===== config.mk =====
export PLATFORM = sky130hd
export DESIGN_NAME = rumble_pattern_sequencer_unit
export DESIGN_NICKNAME = d
export VERILOG_FILES = /design/src/hdl/rps_pkg.sv /design/src/hdl/rumble_pattern_sequencer_unit.sv
export SDC_FILE = /design/constraint.sdc
export NUM_CORES = 1
export LEC_CHECK = 0
export BUFFER_PORTS_ARGS = -buffer_cell sky130_fd_sc_hd__buf_2
export CAP_MARGIN = 30
export CORE_MARGIN = 10
export CORE_UTILIZATION = 55
export CTS_CLUSTER_DIAMETER = 80
export CTS_CLUSTER_SIZE = 30
export DETAILED_ROUTE_END_ITERATION = 16
export PLACE_DENSITY = 0.79
export REMOVE_ABC_BUFFERS = 1
export SLEW_MARGIN = 40
export SYNTH_ARGS = -nofsm -noshare
export SYNTH_HDL_FRONTEND = slang
export SYNTH_SLANG_ARGS = --single-unit

===== constraint.sdc =====
create_clock -name clk -period 3.4 [get_ports clk]
set_clock_uncertainty 0.2 [all_clocks]
set_input_delay 0.51 -clock clk [delete_from_list [all_inputs] [get_ports clk]]
set_output_delay 0.51 -clock clk [all_outputs]
set_load 0.005 [all_outputs]

===== src/hdl/rps_pkg.sv =====
// Package for the rumble pattern sequencer.
// Holds the command, activity, status and drive codes and the wind-down length.
// No dependencies; used by rumble_pattern_sequencer_unit.
package rps_pkg;

    localparam int NUM_DRIVES = 4;

    localparam logic [15:0] WIND_DOWN = 16'd3;

    typedef enum logic [2:0] {
        CMD_TICK   = 3'd0,
        CMD_RESET  = 3'd1,
        CMD_START  = 3'd2,
        CMD_STOP   = 3'd3,
        CMD_REPEAT = 3'd4
    } cmd_t;

    typedef enum logic [1:0] {
        ACT_IDLE     = 2'd0,
        ACT_STOPPING = 2'd1,
        ACT_STARTING = 2'd2,
        ACT_OSC      = 2'd3
    } activity_t;

    typedef enum logic [1:0] {
        DRV_NONE  = 2'd0,
        DRV_STOP  = 2'd1,
        DRV_START = 2'd2
    } drive_t;

    localparam logic [1:0] ST_ABSENT = 2'd0;
    localparam logic [1:0] ST_OFF    = 2'd1;
    localparam logic [1:0] ST_ON     = 2'd2;

    // Register indexes on the configuration port.
    localparam logic REG_ENABLED = 1'b0;

endpackage


===== src/hdl/rumble_pattern_sequencer_unit.sv =====
// Top level of the rumble pattern sequencer: per-channel motor sequencing.
// Depends on rps_pkg for command, activity, status and drive codes.
//
//  Channel   Handshake              Payload
//  -------   --------------------   ----------------------------------------------
//  input     in_valid / in_stall    command, channel, pak_present, on_time,
//                                   off_time, run_length
//  result    out_valid / out_stall  drive_0, drive_1, drive_2, drive_3
//  config    psel/penable/pwrite    paddr, pwdata, prdata, pready (always high)
//
// Every command is held in the input register and moves on into the result
// register when that side is free, so one transfer can be accepted every cycle
// while the result side does not stall. The channel state is updated in the same
// cycle as the result is computed, so the following command always sees it. A
// stall on the result side holds the input register, which in turn raises
// in_stall. Reset clears all channel state and sets enabled.
module rumble_pattern_sequencer_unit #(
    parameter int CHANNELS = 4
) (
    input  logic        clk,
    input  logic        rst_n,

    input  logic        in_valid,
    output logic        in_stall,
    input  logic [2:0]  command,
    input  logic [1:0]  channel,
    input  logic        pak_present,
    input  logic [14:0] on_time,
    input  logic [14:0] off_time,
    input  logic [14:0] run_length,

    output logic        out_valid,
    input  logic        out_stall,
    output logic [1:0]  drive_0,
    output logic [1:0]  drive_1,
    output logic [1:0]  drive_2,
    output logic [1:0]  drive_3,

    input  logic        psel,
    input  logic        penable,
    input  logic        pwrite,
    input  logic [2:0]  paddr,
    input  logic [31:0] pwdata,
    output logic [31:0] prdata,
    output logic        pready
);

    // ------------------------------------------------------------------
    // Configuration register. Only bit 0 of the data matters; the word
    // address sits in paddr[2], the low two bits being the byte offset.
    // ------------------------------------------------------------------
    logic enabled_reg;
    logic cfg_write;

    assign pready    = 1'b1;
    assign cfg_write = psel && penable && pwrite && (paddr[2] == rps_pkg::REG_ENABLED);

    always_ff @(posedge clk or negedge rst_n)
    begin
        if (!rst_n)
        begin
            enabled_reg <= 1'b1;
        end
        else if (cfg_write)
        begin
            enabled_reg <= pwdata[0];
        end
    end

    always_comb
    begin
        prdata = '0;
        if (paddr[2] == rps_pkg::REG_ENABLED && paddr[1:0] == 2'b00)
        begin
            prdata = {31'd0, enabled_reg};
        end
    end

    // ------------------------------------------------------------------
    // Input register and handshake.
    // ------------------------------------------------------------------
    logic        item_valid_reg;
    logic        item_valid_next;
    logic [2:0]  cmd_reg;
    logic [1:0]  chan_reg;
    logic        pak_reg;
    logic [14:0] on_reg;
    logic [14:0] off_reg;
    logic [14:0] run_reg;
    logic        in_take;
    logic        advance;
    logic        out_valid_reg;
    logic        out_valid_next;

    // The item in the input register moves on when the result register is
    // empty or its contents are being taken in this cycle.
    assign advance  = item_valid_reg && (!out_valid_reg || !out_stall);
    assign in_stall = item_valid_reg && !advance;
    assign in_take  = in_valid && !in_stall;

    always_comb
    begin
        item_valid_next = item_valid_reg;
        if (in_take)
        begin
            item_valid_next = 1'b1;
        end
        else if (advance)
        begin
            item_valid_next = 1'b0;
        end
    end

    always_ff @(posedge clk or negedge rst_n)
    begin
        if (!rst_n)
        begin
            item_valid_reg <= 1'b0;
        end
        else
        begin
            item_valid_reg <= item_valid_next;
        end
    end

    always_ff @(posedge clk)
    begin
        if (in_take)
        begin
            cmd_reg  <= command;
            chan_reg <= channel;
            pak_reg  <= pak_present;
            on_reg   <= on_time;
            off_reg  <= off_time;
            run_reg  <= run_length;
        end
    end

    // ------------------------------------------------------------------
    // Per-channel state and its update. All channels are worked on in
    // parallel; a tick advances every one of them, the other commands
    // touch only the addressed channel.
    // ------------------------------------------------------------------
    rps_pkg::drive_t chan_drive [CHANNELS];

    genvar c;
    generate
        for (c = 0; c < CHANNELS; c++)
        begin : g_chan
            logic [1:0]          status_reg;
            logic [1:0]          status_next;
            rps_pkg::activity_t  activity_reg;
            rps_pkg::activity_t  activity_next;
            logic [15:0]         timer_reg;
            logic [15:0]         timer_next;
            logic [15:0]         remaining_reg;
            logic [15:0]         remaining_next;
            logic [14:0]         on_period_reg;
            logic [14:0]         on_period_next;
            logic [14:0]         off_period_reg;
            logic [14:0]         off_period_next;
            rps_pkg::drive_t     drive;
            logic                selected;
            logic [15:0]         rem_dec;
            logic [15:0]         timer_load;

            assign selected = (int'(chan_reg) == c);
            assign rem_dec  = remaining_reg - 16'd1;

            always_comb
            begin
                status_next     = status_reg;
                activity_next   = activity_reg;
                timer_next      = timer_reg;
                remaining_next  = remaining_reg;
                on_period_next  = on_period_reg;
                off_period_next = off_period_reg;
                drive           = rps_pkg::DRV_NONE;
                timer_load      = timer_reg;

                unique case (cmd_reg)
                    rps_pkg::CMD_TICK:
                    begin
                        if (enabled_reg)
                        begin
                            unique case (activity_reg)
                                rps_pkg::ACT_STOPPING:
                                begin
                                    remaining_next = rem_dec;
                                    if (rem_dec == 16'd0)
                                    begin
                                        status_next   = rps_pkg::ST_OFF;
                                        activity_next = rps_pkg::ACT_IDLE;
                                    end
                                    drive = rps_pkg::DRV_STOP;
                                end
                                rps_pkg::ACT_STARTING:
                                begin
                                    drive         = rps_pkg::DRV_START;
                                    status_next   = rps_pkg::ST_ON;
                                    activity_next = rps_pkg::ACT_IDLE;
                                end
                                rps_pkg::ACT_OSC:
                                begin
                                    // A phase ends when the timer has run down to zero
                                    // or below; the motor then flips if the next
                                    // period is not empty.
                                    if (timer_reg == 16'd0 || timer_reg[15])
                                    begin
                                        if (status_reg == rps_pkg::ST_OFF)
                                        begin
                                            if (on_period_reg != 15'd0)
                                            begin
                                                drive       = rps_pkg::DRV_START;
                                                status_next = rps_pkg::ST_ON;
                                                timer_load  = {1'b0, on_period_reg};
                                            end
                                        end
                                        else if (status_reg == rps_pkg::ST_ON)
                                        begin
                                            if (off_period_reg != 15'd0)
                                            begin
                                                drive       = rps_pkg::DRV_STOP;
                                                status_next = rps_pkg::ST_OFF;
                                                timer_load  = {1'b0, off_period_reg};
                                            end
                                        end
                                    end
                                    // The timer holds at minus one rather than wrapping.
                                    if (timer_load != 16'hFFFF)
                                    begin
                                        timer_next = timer_load - 16'd1;
                                    end
                                    else
                                    begin
                                        timer_next = timer_load;
                                    end
                                    // A run of zero never ends.
                                    if (remaining_reg != 16'd0)
                                    begin
                                        if (rem_dec == 16'd0)
                                        begin
                                            activity_next  = rps_pkg::ACT_STOPPING;
                                            remaining_next = rps_pkg::WIND_DOWN;
                                        end
                                        else
                                        begin
                                            remaining_next = rem_dec;
                                        end
                                    end
                                end
                                default:
                                begin
                                end
                            endcase
                        end
                        else if (status_reg != rps_pkg::ST_ABSENT && remaining_reg != 16'd0)
                        begin
                            // Shutdown behaviour: count the run down and keep the
                            // motor stopped.
                            remaining_next = rem_dec;
                            drive          = rps_pkg::DRV_STOP;
                        end
                    end
                    rps_pkg::CMD_RESET:
                    begin
                        if (selected)
                        begin
                            if (pak_reg)
                            begin
                                status_next = rps_pkg::ST_OFF;
                                drive       = rps_pkg::DRV_STOP;
                            end
                            else
                            begin
                                status_next = rps_pkg::ST_ABSENT;
                            end
                            activity_next = rps_pkg::ACT_IDLE;
                        end
                    end
                    rps_pkg::CMD_START:
                    begin
                        if (selected && status_reg != rps_pkg::ST_ABSENT)
                        begin
                            activity_next = rps_pkg::ACT_STARTING;
                        end
                    end
                    rps_pkg::CMD_STOP:
                    begin
                        if (selected && status_reg != rps_pkg::ST_ABSENT)
                        begin
                            activity_next  = rps_pkg::ACT_STOPPING;
                            remaining_next = rps_pkg::WIND_DOWN;
                        end
                    end
                    rps_pkg::CMD_REPEAT:
                    begin
                        if (selected && status_reg != rps_pkg::ST_ABSENT)
                        begin
                            status_next     = rps_pkg::ST_OFF;
                            activity_next   = rps_pkg::ACT_OSC;
                            on_period_next  = on_reg;
                            off_period_next = off_reg;
                            remaining_next  = {1'b0, run_reg};
                            timer_next      = 16'd0;
                        end
                    end
                    default:
                    begin
                    end
                endcase
            end

            assign chan_drive[c] = drive;

            always_ff @(posedge clk or negedge rst_n)
            begin
                if (!rst_n)
                begin
                    status_reg     <= rps_pkg::ST_ABSENT;
                    activity_reg   <= rps_pkg::ACT_IDLE;
                    timer_reg      <= '0;
                    remaining_reg  <= '0;
                    on_period_reg  <= '0;
                    off_period_reg <= '0;
                end
                else if (advance)
                begin
                    status_reg     <= status_next;
                    activity_reg   <= activity_next;
                    timer_reg      <= timer_next;
                    remaining_reg  <= remaining_next;
                    on_period_reg  <= on_period_next;
                    off_period_reg <= off_period_next;
                end
            end
        end
    endgenerate

    // ------------------------------------------------------------------
    // Result register. Drive fields with no channel behind them stay at
    // no action.
    // ------------------------------------------------------------------
    rps_pkg::drive_t drive_next [rps_pkg::NUM_DRIVES];
    rps_pkg::drive_t drive_reg  [rps_pkg::NUM_DRIVES];

    genvar k;
    generate
        for (k = 0; k < rps_pkg::NUM_DRIVES; k++)
        begin : g_drive
            if (k < CHANNELS)
            begin : g_used
                assign drive_next[k] = chan_drive[k];
            end
            else
            begin : g_unused
                assign drive_next[k] = rps_pkg::DRV_NONE;
            end

            always_ff @(posedge clk)
            begin
                if (advance)
                begin
                    drive_reg[k] <= drive_next[k];
                end
            end
        end
    endgenerate

    assign out_valid_next = advance || (out_valid_reg && out_stall);

    always_ff @(posedge clk or negedge rst_n)
    begin
        if (!rst_n)
        begin
            out_valid_reg <= 1'b0;
        end
        else
        begin
            out_valid_reg <= out_valid_next;
        end
    end

    assign out_valid = out_valid_reg;
    assign drive_0   = drive_reg[0];
    assign drive_1   = drive_reg[1];
    assign drive_2   = drive_reg[2];
    assign drive_3   = drive_reg[3];

endmodule

==> metrics.md <==
| Metric | Value |
|---|---|
| Status | `finished, violations left` |
| Violated checks | `negative setup slack` |
| Pre-antenna DRT Iters | `5` |
| Relative slew slack | `44.1%` |
| Hold_sp | `out_stall` |
| Ys flop type | `dfrtp_1` |
| R2R setup slack | `-0.19 ns` |
| Endpoints failing hold | `0` |
| Unique masters post-synth | `85` |
| Antenna violation net count after detailed routing | `0` |
| Die height | `205 um` |
| Data arrival, critical path | `3.87 ns` |
| Post-route minimum period | `3.59 ns` |
| Yosys Warn Count | `0` |
| # DRC | `0` |
| Period Utilization, post-route | `105%` |
| Final wirelength | `63600 um` |
| Syn Inst Count | `1940` |
| Clock Tree Buf Depth | `3` |
| Share of flip-flops with an asynchronous set or reset | `81.9%` |
| Clock Pin Slew Worst Setup and Hold Paths | `0.11 ns` |
| Hold slack final | `0.0121 ns` |
| Initial Util | `56.1%` |
| Vias in the first global route | `17400` |
| Initial antenna violation count | `1` |
| Iteration-0 DRC count of the detailed router | `1820` |
| Max-cap viol count | `0` |
| DPL Wire Length | `41800 um` |
| Startpoint types | `flip-flop` |
| First-pass GRT wire length | `95400 um` |
| CTS tree | `yes` |
| Vias per cell | `6.44` |
| Vias | `18000` |
| Synth-to-Final Area Change | `28.4%` |
| Unrepaired setup endpoints after global routing | `true` |
| Pins over their slew limit | `0` |
| Worst-path maximum fanout | `4` |
| Pleak | `10.6 nW` |
| CTS buffer count | `19` |
| Share of layout cells above drive strength 1 | `32.9%` |
| Crit path capture type | `flip-flop` |
| Reg area | `8450 um^2` |
| Sequential fraction of the synthesis area | `44.8%` |
| Area taken by multi-input logic gates | `10700 um^2` |
| Mapped cell area | `18900 um^2` |
| Final global-route overflow total | `0` |
| DIE WIDTH | `205 um` |
| Critical path required time | `3.68 ns` |
| Area post-placement | `21600 um^2` |
| GP Congestion | `0.970` |
| Die area | `42200 um^2` |
| Setup-failing EPs final | `15` |
| R2R depth | `12` |
| CTS Root Cell | `clkbuf_16` |
| R2r endpoint | `g_chan[3].timer_reg[1]` |
| Total power draw | `26.7 mW` |
| WHS Path Cells | `2` |
| Pre-CTS setup slack | `-0.317 ns` |
| Hold Path Class | `in -> reg` |
| Hold Crit Endpoint | `out_valid` |
| Worst Max-Slew Pin Slew | `0.836 ns` |
| Core Region | `33700 um^2` |
| Most frequent cells in the layout | `buf_4 (328), dfrtp_1 (266), o21ai_0 (157)` |
| Pwr dens | `1100 nW/um^2` |
| Launch point of the worst reg-to-reg path | `g_chan[3].on_period_reg[14]` |
| Largest net degree at the start of global routing | `92` |
| Commonest non-fill, non-tap cell in the layout | `buf_4` |
| Placed cells | `2651` |
| Mean Syn Cell Area | `9.74 um^2` |
| H-tree depth | `1` |
| CTS Sinks | `326` |
| Gr usage total | `28.2%` |
| I/O pin count | `136` |
| Core Rows | `67` |
| Synth Register Bits | `326` |
| Avg WL per Cell | `22.8 um` |
| Fin cells | `2790` |
| PnR worst setup slack | `-0.187 ns` |
| FILL cells | `2319` |
| WS Path Type | `reg -> reg` |
| Post-Layout Inst Area | `24300 um^2` |
| FMAX | `279 MHz` |
| Port Buffer Count | `72` |
| Skew-Pair Late Insertion Delay | `0.56 ns` |
| Max VDD drop | `0.959 mV` |
| Post-synth EDFFs | `59` |
| Final layout net count | `2464` |
## per-layer routing
metal	GRT usage [%]	vias up	wire, um
li1	-	7991	-
met1	35.1	8726	24100
met2	47.6	992	30700
met3	5.08	263	5280
met4	11.2	2	3520
met5	0	-	13
## worst max-delay path, cell delays in order (launching register included)
cell and delay (ns):
dfrtp_1 0.44, or4_4 0.56, buf_4 0.17, o41ai_4 0.41
buf_4 0.19, buf_4 0.12, o22a_1 0.29, o22ai_4 0.13
nor4b_2 0.29, nand4_1 0.13, buf_6 0.16, mux2_4 0.32
o21ai_4 0.14
## cell families (layout without fill, tap and decap cells)
logic type	Yosys count	count (layout)	synth area share (%)
AOI/OAI and AO/OA	542	542	19.2
muxes	142	142	8.44
buffers and inverters	200	571	4.72
xor gates and xnor gates	52	52	2.41
DFF	326	326	44.8
adders and majority gates	42	42	2.78
other	2	33	0.0398
and+or+nand+nor	634	634	17.7
## timing repair
action / CTS / global route
resized for setup: 50 / 165
pin swaps: 20 / 81
buffers inserted: 11 / 46
hold buffers: 52 / 0
endpoints found under the setup margin: 50 / 82
endpoints found under the hold margin: 137 / 0
## power breakdown
group          total (mW)  switching (mW)  internal [mW]
sequential           6.18            1.18           5.00
combinational        17.7            9.17           8.58
clock                2.76            1.48           1.28
total                26.7            11.8           14.9
## worst max-delay path by stage
stage                                 from                     endpoint  slack, ns  cells past startpoint
3_5_place_dp       g_chan[2].status_reg[1]       g_chan[2].timer_reg[1]      -0.32                     10
4_1_cts        g_chan[1].off_period_reg[1]       g_chan[1].timer_reg[1]      -0.05                      9
3_3_place_gp       g_chan[2].status_reg[1]       g_chan[2].timer_reg[1]      -0.21                     10
6_report       g_chan[3].on_period_reg[14]       g_chan[3].timer_reg[1]      -0.19                     12
2_1_floorplan                   cmd_reg[2]  g_chan[2].remaining_reg[15]      -0.89                      7
5_1_grt        g_chan[3].off_period_reg[7]       g_chan[3].timer_reg[1]      -0.20                     12
## synthesized netlist by cell type, types with 8 or more instances
master	n	area, um^2
a2bb2oi_1	22	193
nand2_1	147	552
a22oi_1	28	210
or3_1	20	125
xor2_1	21	184
xnor2_1	31	272
dfrtp_1	266	6660
o31a_1	8	70.1
o21ai_1	8	40.0
clkbuf_1	96	360
a21oi_1	89	445
buf_4	34	255
o21ai_0	171	856
edfxtp_1	59	1770
o31ai_1	14	105
and3_1	13	81.3
nor2_1	138	518
nor4_1	64	400
nor2b_1	14	87.6
o22ai_1	34	213
nor3b_1	10	75.1
and4_1	8	70.1
nand3b_1	9	67.6
a21o_1	11	82.6
inv_1	60	225
a211oi_1	11	82.6
nand2b_1	11	68.8
nand3_1	41	205
or2_2	12	75.1
a41oi_1	8	70.1
nand4_1	23	144
nor4b_1	10	87.6
a22o_1	17	149
a31oi_1	21	131
ha_1	42	526
o2bb2ai_1	14	123
mux2_2	135	1520
nor3_1	58	290
or4_1	25	188
## per-stage QoR
stage / TNS (ns) / util (%)
5_1_grt: -3.59 / 72.0
2_1_floorplan: -47.99 / -
3_3_place_gp: -1.13 / 64.0
4_1_cts: -0.123 / 68.6
6_report: -0.960 / 72.0
3_5_place_dp: -3.43 / 64.0
## cell type report
class	count	area share (%)
sequential	326	34.8
tap	448	2.31
antenna	1	0.0103
clock inverter	12	0.753
inverter	60	0.928
timing repair buffer	478	15.1
multi-input combinational	1444	44.0
clock buffer	21	2.03
(Power assumes the default switching activity.)
